[src/hw/rtl/ldc_pkg.sv]
// Shared types and constants for the load disconnect controller.
package ldc_pkg;

  localparam int unsigned CfgIndexWidth = 3;
  localparam int unsigned CfgDataWidth  = 16;
  localparam int unsigned AcTimerWidth  = 13;

  localparam logic [CfgIndexWidth-1:0] RegDisconnectMode    = 3'd0;
  localparam logic [CfgIndexWidth-1:0] RegDisconnectVoltage = 3'd1;
  localparam logic [CfgIndexWidth-1:0] RegRecoverVoltage    = 3'd2;
  localparam logic [CfgIndexWidth-1:0] RegAcLossDelay       = 3'd3;
  localparam logic [CfgIndexWidth-1:0] RegUndervoltReload   = 3'd4;
  localparam logic [CfgIndexWidth-1:0] RegRecoverReload     = 3'd5;

  localparam logic [1:0] ModeNone    = 2'd0;
  localparam logic [1:0] ModeVoltage = 2'd1;
  localparam logic [1:0] ModeAcLoss  = 2'd2;
  localparam logic [1:0] ModeForced  = 2'd3;

  localparam logic [1:0] AlarmNone    = 2'd0;
  localparam logic [1:0] AlarmRaised  = 2'd1;
  localparam logic [1:0] AlarmCleared = 2'd2;

  localparam logic [1:0] CauseVolt = 2'b01;
  localparam logic [1:0] CauseAc   = 2'b10;

  localparam logic [15:0] DisconnectVoltageReset = 16'd4500;
  localparam logic [15:0] RecoverVoltageReset    = 16'd5300;
  localparam logic [7:0]  UndervoltReloadReset   = 8'd20;
  localparam logic [7:0]  RecoverReloadReset     = 8'd30;
  localparam logic [AcTimerWidth-1:0] AcTimerReset = 13'd5;
  localparam logic [AcTimerWidth-1:0] AcTimerStep  = 13'd1;

  typedef struct packed {
    logic [15:0] bus_voltage;
    logic [15:0] battery_voltage;
    logic        battery_discharging;
    logic        ac_present;
    logic        timing_enabled;
    logic        second_tick;
  } item_t;

  typedef struct packed {
    logic       relay_open;
    logic       relay_changed;
    logic [1:0] alarm_event;
    logic       disconnect_latched;
    logic       undervolt_cause;
    logic       ac_timeout_cause;
    logic       supply_stopped;
  } result_t;

  typedef struct packed {
    logic [1:0]  disconnect_mode;
    logic [15:0] disconnect_voltage;
    logic [15:0] recover_voltage;
    logic [9:0]  ac_loss_delay;
    logic [7:0]  undervolt_reload;
    logic [7:0]  recover_reload;
  } cfg_t;

  typedef struct packed {
    logic                    ac_flag;
    logic [AcTimerWidth-1:0] ac_loss_timer;
    logic [7:0]              undervolt_timer;
    logic [7:0]              recover_timer;
    logic [1:0]              cause_bits;
    logic                    latched;
    logic                    relay_state;
  } state_t;

endpackage

[src/hw/rtl/load_disconnect_controller.sv]
// Top level of one load disconnect controller channel.
//
// Items enter on item/item_valid/item_stall and are accepted when item_valid
// is high and item_stall is low. Each accepted item produces exactly one
// result on result/result_valid/result_stall, taken when result_valid is high
// and result_stall is low. Settings are written on the cfg port, which is
// always ready, and should change only while no item is in flight.
// An accepted item is held in an input register; when the result register
// can take it, the item's update runs through one short combinational step
// against the channel state and lands in the result register. Throughput
// is one item per cycle unless the receiver stalls, set by that update.
// When the receiver stalls, the result register holds its item and the input
// register can still take one more item before item_stall rises.
// Reset is synchronous: it empties both registers, loads the default
// settings and returns the state to AC present with the relay closed.
module load_disconnect_controller (
  input  logic                               clk,
  input  logic                               rst,
  input  logic                               item_valid,
  output logic                               item_stall,
  input  ldc_pkg::item_t                     item,
  output logic                               result_valid,
  input  logic                               result_stall,
  output ldc_pkg::result_t                   result,
  input  logic                               cfg_valid,
  output logic                               cfg_ready,
  input  logic [ldc_pkg::CfgIndexWidth-1:0]  cfg_index,
  input  logic [ldc_pkg::CfgDataWidth-1:0]   cfg_data
);

  ldc_pkg::cfg_t    cfg;
  ldc_pkg::state_t  state;
  ldc_pkg::state_t  state_next;
  ldc_pkg::item_t   held;
  ldc_pkg::result_t result_next;
  logic             held_valid;
  logic             advance;

  ldc_cfg u_cfg (
    .clk       (clk),
    .rst       (rst),
    .cfg_valid (cfg_valid),
    .cfg_ready (cfg_ready),
    .cfg_index (cfg_index),
    .cfg_data  (cfg_data),
    .cfg       (cfg)
  );

  ldc_update u_update (
    .cfg        (cfg),
    .state      (state),
    .item       (held),
    .state_next (state_next),
    .result     (result_next)
  );

  assign advance    = held_valid && (!result_valid || !result_stall);
  assign item_stall = held_valid && !advance;

  always_ff @(posedge clk) begin
    if (rst) begin
      held_valid <= 1'b0;
    end else if (item_valid && !item_stall) begin
      held_valid <= 1'b1;
    end else if (advance) begin
      held_valid <= 1'b0;
    end
  end

  always_ff @(posedge clk) begin
    if (item_valid && !item_stall) begin
      held <= item;
    end
  end

  always_ff @(posedge clk) begin
    if (rst) begin
      result_valid <= 1'b0;
    end else if (advance) begin
      result_valid <= 1'b1;
    end else if (!result_stall) begin
      result_valid <= 1'b0;
    end
  end

  always_ff @(posedge clk) begin
    if (advance) begin
      result <= result_next;
    end
  end

  always_ff @(posedge clk) begin
    if (rst) begin
      state.ac_flag         <= 1'b1;
      state.ac_loss_timer   <= ldc_pkg::AcTimerReset;
      state.undervolt_timer <= ldc_pkg::UndervoltReloadReset;
      state.recover_timer   <= ldc_pkg::RecoverReloadReset;
      state.cause_bits      <= 2'b00;
      state.latched         <= 1'b0;
      state.relay_state     <= 1'b0;
    end else if (advance) begin
      state <= state_next;
    end
  end

endmodule

[src/hw/rtl/ldc_cfg.sv]
// Configuration register file of the load disconnect controller.
module ldc_cfg (
  input  logic                                clk,
  input  logic                                rst,
  input  logic                                cfg_valid,
  output logic                                cfg_ready,
  input  logic [ldc_pkg::CfgIndexWidth-1:0]   cfg_index,
  input  logic [ldc_pkg::CfgDataWidth-1:0]    cfg_data,
  output ldc_pkg::cfg_t                       cfg
);

  assign cfg_ready = 1'b1;

  always_ff @(posedge clk) begin
    if (rst) begin
      cfg.disconnect_mode    <= ldc_pkg::ModeNone;
      cfg.disconnect_voltage <= ldc_pkg::DisconnectVoltageReset;
      cfg.recover_voltage    <= ldc_pkg::RecoverVoltageReset;
      cfg.ac_loss_delay      <= '0;
      cfg.undervolt_reload   <= ldc_pkg::UndervoltReloadReset;
      cfg.recover_reload     <= ldc_pkg::RecoverReloadReset;
    end else if (cfg_valid) begin
      case (cfg_index)
        ldc_pkg::RegDisconnectMode:    cfg.disconnect_mode    <= cfg_data[1:0];
        ldc_pkg::RegDisconnectVoltage: cfg.disconnect_voltage <= cfg_data;
        ldc_pkg::RegRecoverVoltage:    cfg.recover_voltage    <= cfg_data;
        ldc_pkg::RegAcLossDelay:       cfg.ac_loss_delay      <= cfg_data[9:0];
        ldc_pkg::RegUndervoltReload:   cfg.undervolt_reload   <= cfg_data[7:0];
        ldc_pkg::RegRecoverReload:     cfg.recover_reload     <= cfg_data[7:0];
        default: begin
        end
      endcase
    end
  end

endmodule

[src/hw/rtl/ldc_update.sv]
// Next-state and result logic for one item of the load disconnect controller.
module ldc_update (
  input  ldc_pkg::cfg_t    cfg,
  input  ldc_pkg::state_t  state,
  input  ldc_pkg::item_t   item,
  output ldc_pkg::state_t  state_next,
  output ldc_pkg::result_t result
);

  logic                                 bus_low;
  logic                                 bat_low;
  logic                                 bus_high;
  logic                                 bat_high;
  logic                                 bat_above_dis;
  logic [ldc_pkg::AcTimerWidth-1:0]     ac_load;
  logic                                 changed;
  logic [1:0]                           alarm;

  assign bus_low       = item.bus_voltage < cfg.disconnect_voltage;
  assign bat_low       = item.battery_voltage < cfg.disconnect_voltage;
  assign bus_high      = item.bus_voltage > cfg.recover_voltage;
  assign bat_high      = item.battery_voltage > cfg.recover_voltage;
  assign bat_above_dis = item.battery_voltage > cfg.disconnect_voltage;
  assign ac_load = {1'b0, cfg.ac_loss_delay, 2'b00} + {2'b00, cfg.ac_loss_delay, 1'b0};

  always_comb begin
    state_next = state;
    changed    = 1'b0;
    alarm      = ldc_pkg::AlarmNone;

    if (!item.ac_present) begin
      if (state.ac_flag) begin
        state_next.ac_loss_timer = ac_load;
        state_next.ac_flag       = 1'b0;
      end
    end else begin
      state_next.ac_flag = 1'b1;
    end

    if (item.timing_enabled) begin
      if (item.second_tick) begin
        if (!state_next.ac_flag && state_next.cause_bits == 2'b00 &&
            state_next.ac_loss_timer != '0) begin
          state_next.ac_loss_timer = state_next.ac_loss_timer - ldc_pkg::AcTimerStep;
        end
        if (bus_low || bat_low) begin
          if (state_next.undervolt_timer != 8'd0) begin
            state_next.undervolt_timer = state_next.undervolt_timer - 8'd1;
          end
        end else begin
          state_next.undervolt_timer = cfg.undervolt_reload;
        end
        if (bus_high && bat_high) begin
          if (state_next.recover_timer != 8'd0) begin
            state_next.recover_timer = state_next.recover_timer - 8'd1;
          end
        end else begin
          state_next.recover_timer = cfg.recover_reload;
        end
      end

      case (cfg.disconnect_mode)
        ldc_pkg::ModeNone: begin
          if (state_next.latched) begin
            state_next.latched = 1'b0;
            alarm = ldc_pkg::AlarmCleared;
          end
          if (state_next.relay_state) begin
            state_next.relay_state = 1'b0;
            changed = 1'b1;
          end
        end
        ldc_pkg::ModeForced: begin
          if (!state_next.latched) begin
            state_next.latched = 1'b1;
            alarm = ldc_pkg::AlarmRaised;
          end
          if (!state_next.relay_state) begin
            state_next.relay_state = 1'b1;
            changed = 1'b1;
          end
        end
        default: begin
          if (!state_next.ac_flag && state_next.ac_loss_timer == '0 &&
              cfg.disconnect_mode == ldc_pkg::ModeAcLoss) begin
            if (!state_next.latched) begin
              state_next.latched = 1'b1;
              alarm = ldc_pkg::AlarmRaised;
            end
            state_next.cause_bits = state_next.cause_bits | ldc_pkg::CauseAc;
          end
          if ((bus_low || (bat_low && item.battery_discharging)) &&
              state_next.undervolt_timer == 8'd0) begin
            if (!state_next.latched) begin
              state_next.latched = 1'b1;
              alarm = ldc_pkg::AlarmRaised;
            end
            state_next.cause_bits = state_next.cause_bits | ldc_pkg::CauseVolt;
          end
          if (bus_high && bat_above_dis && state_next.recover_timer == 8'd0) begin
            state_next.cause_bits = state_next.cause_bits & ~ldc_pkg::CauseVolt;
            if (state_next.ac_flag) begin
              state_next.cause_bits = state_next.cause_bits & ~ldc_pkg::CauseAc;
            end
          end
          if (state_next.cause_bits != 2'b00) begin
            if (!state_next.relay_state) begin
              state_next.relay_state = 1'b1;
              changed = 1'b1;
            end
          end else begin
            if (state_next.relay_state) begin
              state_next.relay_state = 1'b0;
              changed = 1'b1;
            end
            if (state_next.latched) begin
              state_next.latched = 1'b0;
              alarm = ldc_pkg::AlarmCleared;
            end
          end
        end
      endcase
    end

    result.relay_open         = state_next.relay_state;
    result.relay_changed      = changed;
    result.alarm_event        = alarm;
    result.disconnect_latched = state_next.latched;
    result.undervolt_cause    = state_next.cause_bits[0];
    result.ac_timeout_cause   = state_next.cause_bits[1];
    result.supply_stopped     = ~state_next.ac_flag;
  end

endmodule

[config.mk]
export PLATFORM = sky130hd
export DESIGN_NAME = load_disconnect_controller
export DESIGN_NICKNAME = d
export VERILOG_FILES = /design/src/hw/rtl/ldc_pkg.sv /design/src/hw/rtl/load_disconnect_controller.sv /design/src/hw/rtl/ldc_cfg.sv /design/src/hw/rtl/ldc_update.sv
export SDC_FILE = /design/constraint.sdc
export NUM_CORES = 1
export LEC_CHECK = 0
export BUFFER_PORTS_ARGS = -buffer_cell sky130_fd_sc_hd__buf_4
export CAP_MARGIN = 0
export CORE_UTILIZATION = 45
export DETAILED_ROUTE_END_ITERATION = 8
export PLACE_DENSITY = 0.66
export SETUP_SLACK_MARGIN = 0.4
export SYNTH_ARGS = -nofsm -noshare
export SYNTH_HDL_FRONTEND = slang
export SYNTH_SLANG_ARGS = --single-unit
[constraint.sdc]
create_clock -name clk -period 3.96 [get_ports clk]
set_input_delay 0.396 -clock clk [delete_from_list [all_inputs] [get_ports clk]]
set_output_delay 0.396 -clock clk [all_outputs]
set_load 0.01 [all_outputs]
# == Yosys cells after proc, flatten, opt, wreduce, memory -nomap -nowiden ==
# Cells that the tools add are included.
# word_totals
latch_bits,0
inputBits,60
output_inout_bits,11
mem_bits_rw,0
memories,0
word_cells,126
register_bits,140
rom_bits,0
# classes
bitwise,1
muxes,41
n_eq_ne,8
n_div,0
n_mul,0
add_sub_neg,4
shifts,0
magnitude_cmp,5
reduce_logical,39
# ops
cell,n
29-bit 2-to-1 mux,2
16-bit greater-than comparator,3
13-bit 2-to-1 mux,3
33-bit 2-to-1 mux,1
16-bit less-than comparator,2
8-bit 2-to-1 mux,4
2-bit 2-to-1 mux,10
8-bit logical NOT,2
8-bit nonzero test,2
8-bit by 1-bit subtractor with 8-bit output (second input constant),2
3-bit 2-to-1 mux,5
2-bit AND reduction,7
12-bit by 11-bit adder with 13-bit output,1
13-bit logical NOT,1
1-bit 2-to-1 mux,13
13-bit nonzero test,1
13-bit by 1-bit subtractor with 13-bit output (second input constant),1
1-bit logical AND,12
2-bit one-hot mux with 2 select lines,2
3-bit by 2-bit equality test with 1-bit output (second input constant),2
3-bit equality test (second input constant),2
1-bit logical NOT,5
2-bit equality test (second input constant),2
2-bit logical NOT,2
8 further kinds,11

# == Longest topological paths before layout ==
# depth
depth_word,25
mapped_depth,14
mapped_depth_nobuf,13

# == Modules after synthesis ==
# Synthesis repeated with hierarchy kept, for this count alone.
# unflattened
hier_cells,1020
area_unflattened_um2,9464.1
# modules_own_cells
module,n_inst,cells_per_inst,area_per_inst_um2,seq_area_each_um2
ldc_update,1,587,4117.7,0.0
load_disconnect_controller,1,202,2906.5,2042.0
ldc_cfg,1,231,2439.8,1201.2

# == Least setup slack after synthesis ==
# Ideal clock, no wire load.
# synth_timing
path_type,register to register
from,reg u_cfg.cfg[17] (netlist name)
to,"reg result[3] in the netlist's numbering, data pin"
stages_incl_launch_ff,14
arrival_time_ns,3.545
n_path_buf,0
period_less_slack_ns,3.819
setup_time_ns,0.274
required_ns,3.686
path_slack_ns,0.141
cell_sequence,dfxtp_1 -> ha_1 -> fa_1 -> or4b_1 -> o32ai_1 -> nand4_1 -> a211oi_2 -> nor4bb_1 -> o221a_2 -> a211o_1 -> a41oi_2 -> o22ai_2 -> a21oi_2 -> a22oi_1
# synth_lines
element,line,text
end signal: assignment,load_disconnect_controller.sv:88,result <= result_next;
end: declaration,load_disconnect_controller.sv:24,"output ldc_pkg::result_t result,"

# == Worst setup path after layout ==
# layout_timing
from,reg u_cfg.cfg[17] (netlist name)
to,"reg result[6] in the netlist's numbering, data pin"
# layout_between
elab_chain_len,23
elab_cells_between_ends,24
cone_classes,add/sub: 2; mux: 16; reduce/logical: 6
# layout_lines
element,line,text
12-bit by 11-bit adder with 13-bit output *,ldc_update.sv:24,"assign ac_load = {1'b0, cfg.ac_loss_delay, 2'b00} + {2'b00, cfg.ac_loss_delay, 1'b0};"
13-bit 2-to-1 mux *,ldc_update.sv:32,if (state.ac_flag) begin
13-bit 2-to-1 mux *,ldc_update.sv:31,if (!item.ac_present) begin
"parallel branches: the longest is 3 deep, another holds 13-bit by 1-bit subtractor with 13-bit output",--,
29-bit 2-to-1 mux *,ldc_update.sv:41,if (item.second_tick) begin
29-bit 2-to-1 mux *,ldc_update.sv:40,if (item.timing_enabled) begin
13-bit logical NOT *,ldc_update.sv:84,if (!state_next.ac_flag && state_next.ac_loss_timer == '0 &&
1-bit logical AND * (2 in series),ldc_update.sv:84,
(+4 left out),--,
3-bit 2-to-1 mux *,ldc_update.sv:40,
2-bit 2-to-1 mux,ldc_update.sv:102,if (state_next.ac_flag) begin
2-bit 2-to-1 mux *,ldc_update.sv:100,if (bus_high && bat_above_dis && state_next.recover_timer == 8'd0) begin
2-bit 2-to-1 mux *,ldc_update.sv:62,case (cfg.disconnect_mode)
2-bit 2-to-1 mux *,ldc_update.sv:40,
2-bit nonzero test *,ldc_update.sv:106,if (state_next.cause_bits != 2'b00) begin
1-bit 2-to-1 mux *,ldc_update.sv:106,
1-bit one-hot mux with 2 select lines *,ldc_update.sv:62,
# Mark *: on every way between the ends. The select of a mux whose other input is x is not followed.
# A chain may end at the register's enable or synchronous reset.

==> results.txt <==
Drt pass-1 iters: 5
Starting density of the core: 46.10%
Syn. warnings: 0
Cells after synthesis: 997
First-pass GRT wire length: 36490 um
Setup WS pre-CTS: 0.008993 ns
CP bufs+invs: 1
Die Area: 19790 sq um
Synth Register Bits: 140
Core Rows: 50
Dpl cells: 1279
F_max: 263.0 MHz
Crit-path cells: ha_4, fa_2, or4b_4, o32ai_4, nand4_1, a211oi_2, buf_4, and3_1, o21ai_1, a21oi_1, a41oi_2, o22ai_2, a21oi_4, a221oi_2
Layout Nets: 1223
Crit path max-delay cell type: or4b_4
Min-Delay Path Class: primary input to flop
Layout area overhead: 20.49%
RSZ-0062 raised after global routing: true
Routed via count: 7707
Worst hold slack: 0.1356 ns
Post-synth EDFFs: 44
Vias in the first global route: 7160
Clk root buf: clkbuf_16
Crit path kind: flop to flop
PortBufs: 69
Slew HR: 24.45%
Htree depth: 4
Synth area leader: dfxtp_1
Post-synthesis sequential area ratio: 37.48%
Detailed placement HPWL: 16650 um
Vias per cell: 5.812
Top FF cell, synth: dfxtp_1
Min cycle time layout: 3.802 ns
Cts hold-fix bufs: 0
Fraction of registers with async set/reset: 0%
Clk_lat worst skew: 0.43 ns
WL per Instance: 17.20 um
# IOs: 71
Most common cell in the netlist: nand2_1
Crit-path max cell delay: 0.52 ns
CP required: 4.20 ns
Finished Core Util: 55.55%
Startpoint Class: flop
Mapped Area: 8652 sq um
Top post-synthesis cells by area: dfxtp_1 22%, edfxtp_1 15%, ha_1 12%
Fill cells: 1768
TritonCTS Sinks: 140
GRT Total Usage: 23.50%
Top-area cell type share of the netlist area: 22.21%
LEAKAGE: 4.058 nW
Clock transition at the registers of the reported paths: 0.07 ns
Cell variety after synth: 94
Max VDD drop: 0.2800 mV
MaxCap Viol Count: 0
Pwr dens: 361.7 nW/um^2
Routability cong.: 0.8892
Die width: 140.7 um
WP data arrival: 4.04 ns
Worst Tran Pin Value: 1.131 ns
Die H: 140.7 um
Grt ovf: 0
Most frequent cells after synthesis: 165 x nand2_1, 101 x a21oi_1, 96 x dfxtp_1
Worst Skew: 0.01241 ns
CTS tree: done
DRC: 0
Final setup margin: 0.1578 ns
Total CTS buffers: 17
Multi-input logic area: 5291 sq um
Syn nets: 1141
Crit end category: flop
Final Max Tran Viols: 0
Share of layout cells above drive strength 1: 19.41%
Final Hold Violating Endpoints: 0
Post-route ant nets: 0
Detailed Route WL: 22810 um
Tcrit/Tclk final: 96.01%
Delay-heaviest family, CP: compound AO/OA/AOI/OAI gates
Antenna diodes: 0
CP max FO: 5
Register area: 3252 sq um
Largest net degree at the start of global routing: 98
Longest Clk Path Bufs: 2
Initial antenna violation count: 0
# setup viols final: 0
Syn Area/Cell: 8.678 sq um
Final Non-Filler Cells: 1326
Drt first-iter violations: 596
Status: finished, final reports clean
Core area: 18770 sq um
[timing repair]
action	4_1_cts	5_1_grt
buffers inserted	7	8
pin swaps	17	23
gates cloned	0	0
endpoints found under the setup margin	10	11
gates resized for setup	20	24
[through the flow]
stage          setup TNS (ns)  power, mW  area [sq um]
6_report                    0      3.771         10430
5_1_grt             -0.008118      3.917         10430
4_1_cts                     0      3.768         10270
3_5_place_dp                0      2.116          9507
3_3_place_gp                0      2.109          9507
2_1_floorplan               0      1.935          8696
[kinds of logic after synthesis]
kind of cell | Yosys count | synth area share, %
other | 1 | 0.04334
adder cells (fa/ha/maj) | 84 | 12.23
buffers and inverters | 94 | 4.165
XOR/XNOR | 13 | 1.316
flip-flops | 140 | 37.48
multiplexers | 18 | 2.155
AO/OA/AOI/OAI | 268 | 21.01
AND/OR/NAND/NOR | 379 | 21.59
[registers in the layout, indices dropped and copies added, names as in the netlist]
register	flops
u_cfg.cfg	60
held	36
held_valid	1
result_valid	1
result	8
state	34
[cell type report]
| type | instances | area share (%) |
|---|---|---|
| multi-input cells | 763 | 50.76 |
| flip-flops and latches | 140 | 31.19 |
| repair buffers | 105 | 7.561 |
| clock buffers | 21 | 4.525 |
| well taps | 234 | 2.808 |
| inverters | 52 | 1.872 |
| clock inverters | 11 | 1.284 |
[where the power goes]
part           internal (mW)  switching [mW]
clock                  0.991           0.660
combinational          0.230           0.311
sequential              1.54          0.0422
total                   2.76            1.01
[layout by cell type (no fill, tap or decap), types with 19 or more instances in the layout]
master and count:
a211o_1 19, a21oi_1 95, buf_4 105, dfxtp_1 91
edfxtp_1 44, ha_1 78, inv_1 50, nand2_1 165
nand3_1 19, nor2_1 58, nor3_1 20, o21ai_0 34
[per-layer routing]
layer | routed length [um] | global-route usage (%)
met2 | 10860 | 39.64
met4 | 433 | 7.265
met3 | 964 | 3.906
met5 | 0 | 0
met1 | 10550 | 30.75
[worst paths after layout]
check	from	end	slack [ns]	cells past startpoint
worst max-delay path	u_cfg.cfg[17]	result[6]	0.16	14
worst min-delay path	item[14]	held[14]	0.14	1
worst max register to register	u_cfg.cfg[17]	result[6]	0.16	14
worst min register to register	u_cfg.cfg[48]	u_cfg.cfg[48]	0.46	2
Power figures use the tool's default switching activity.
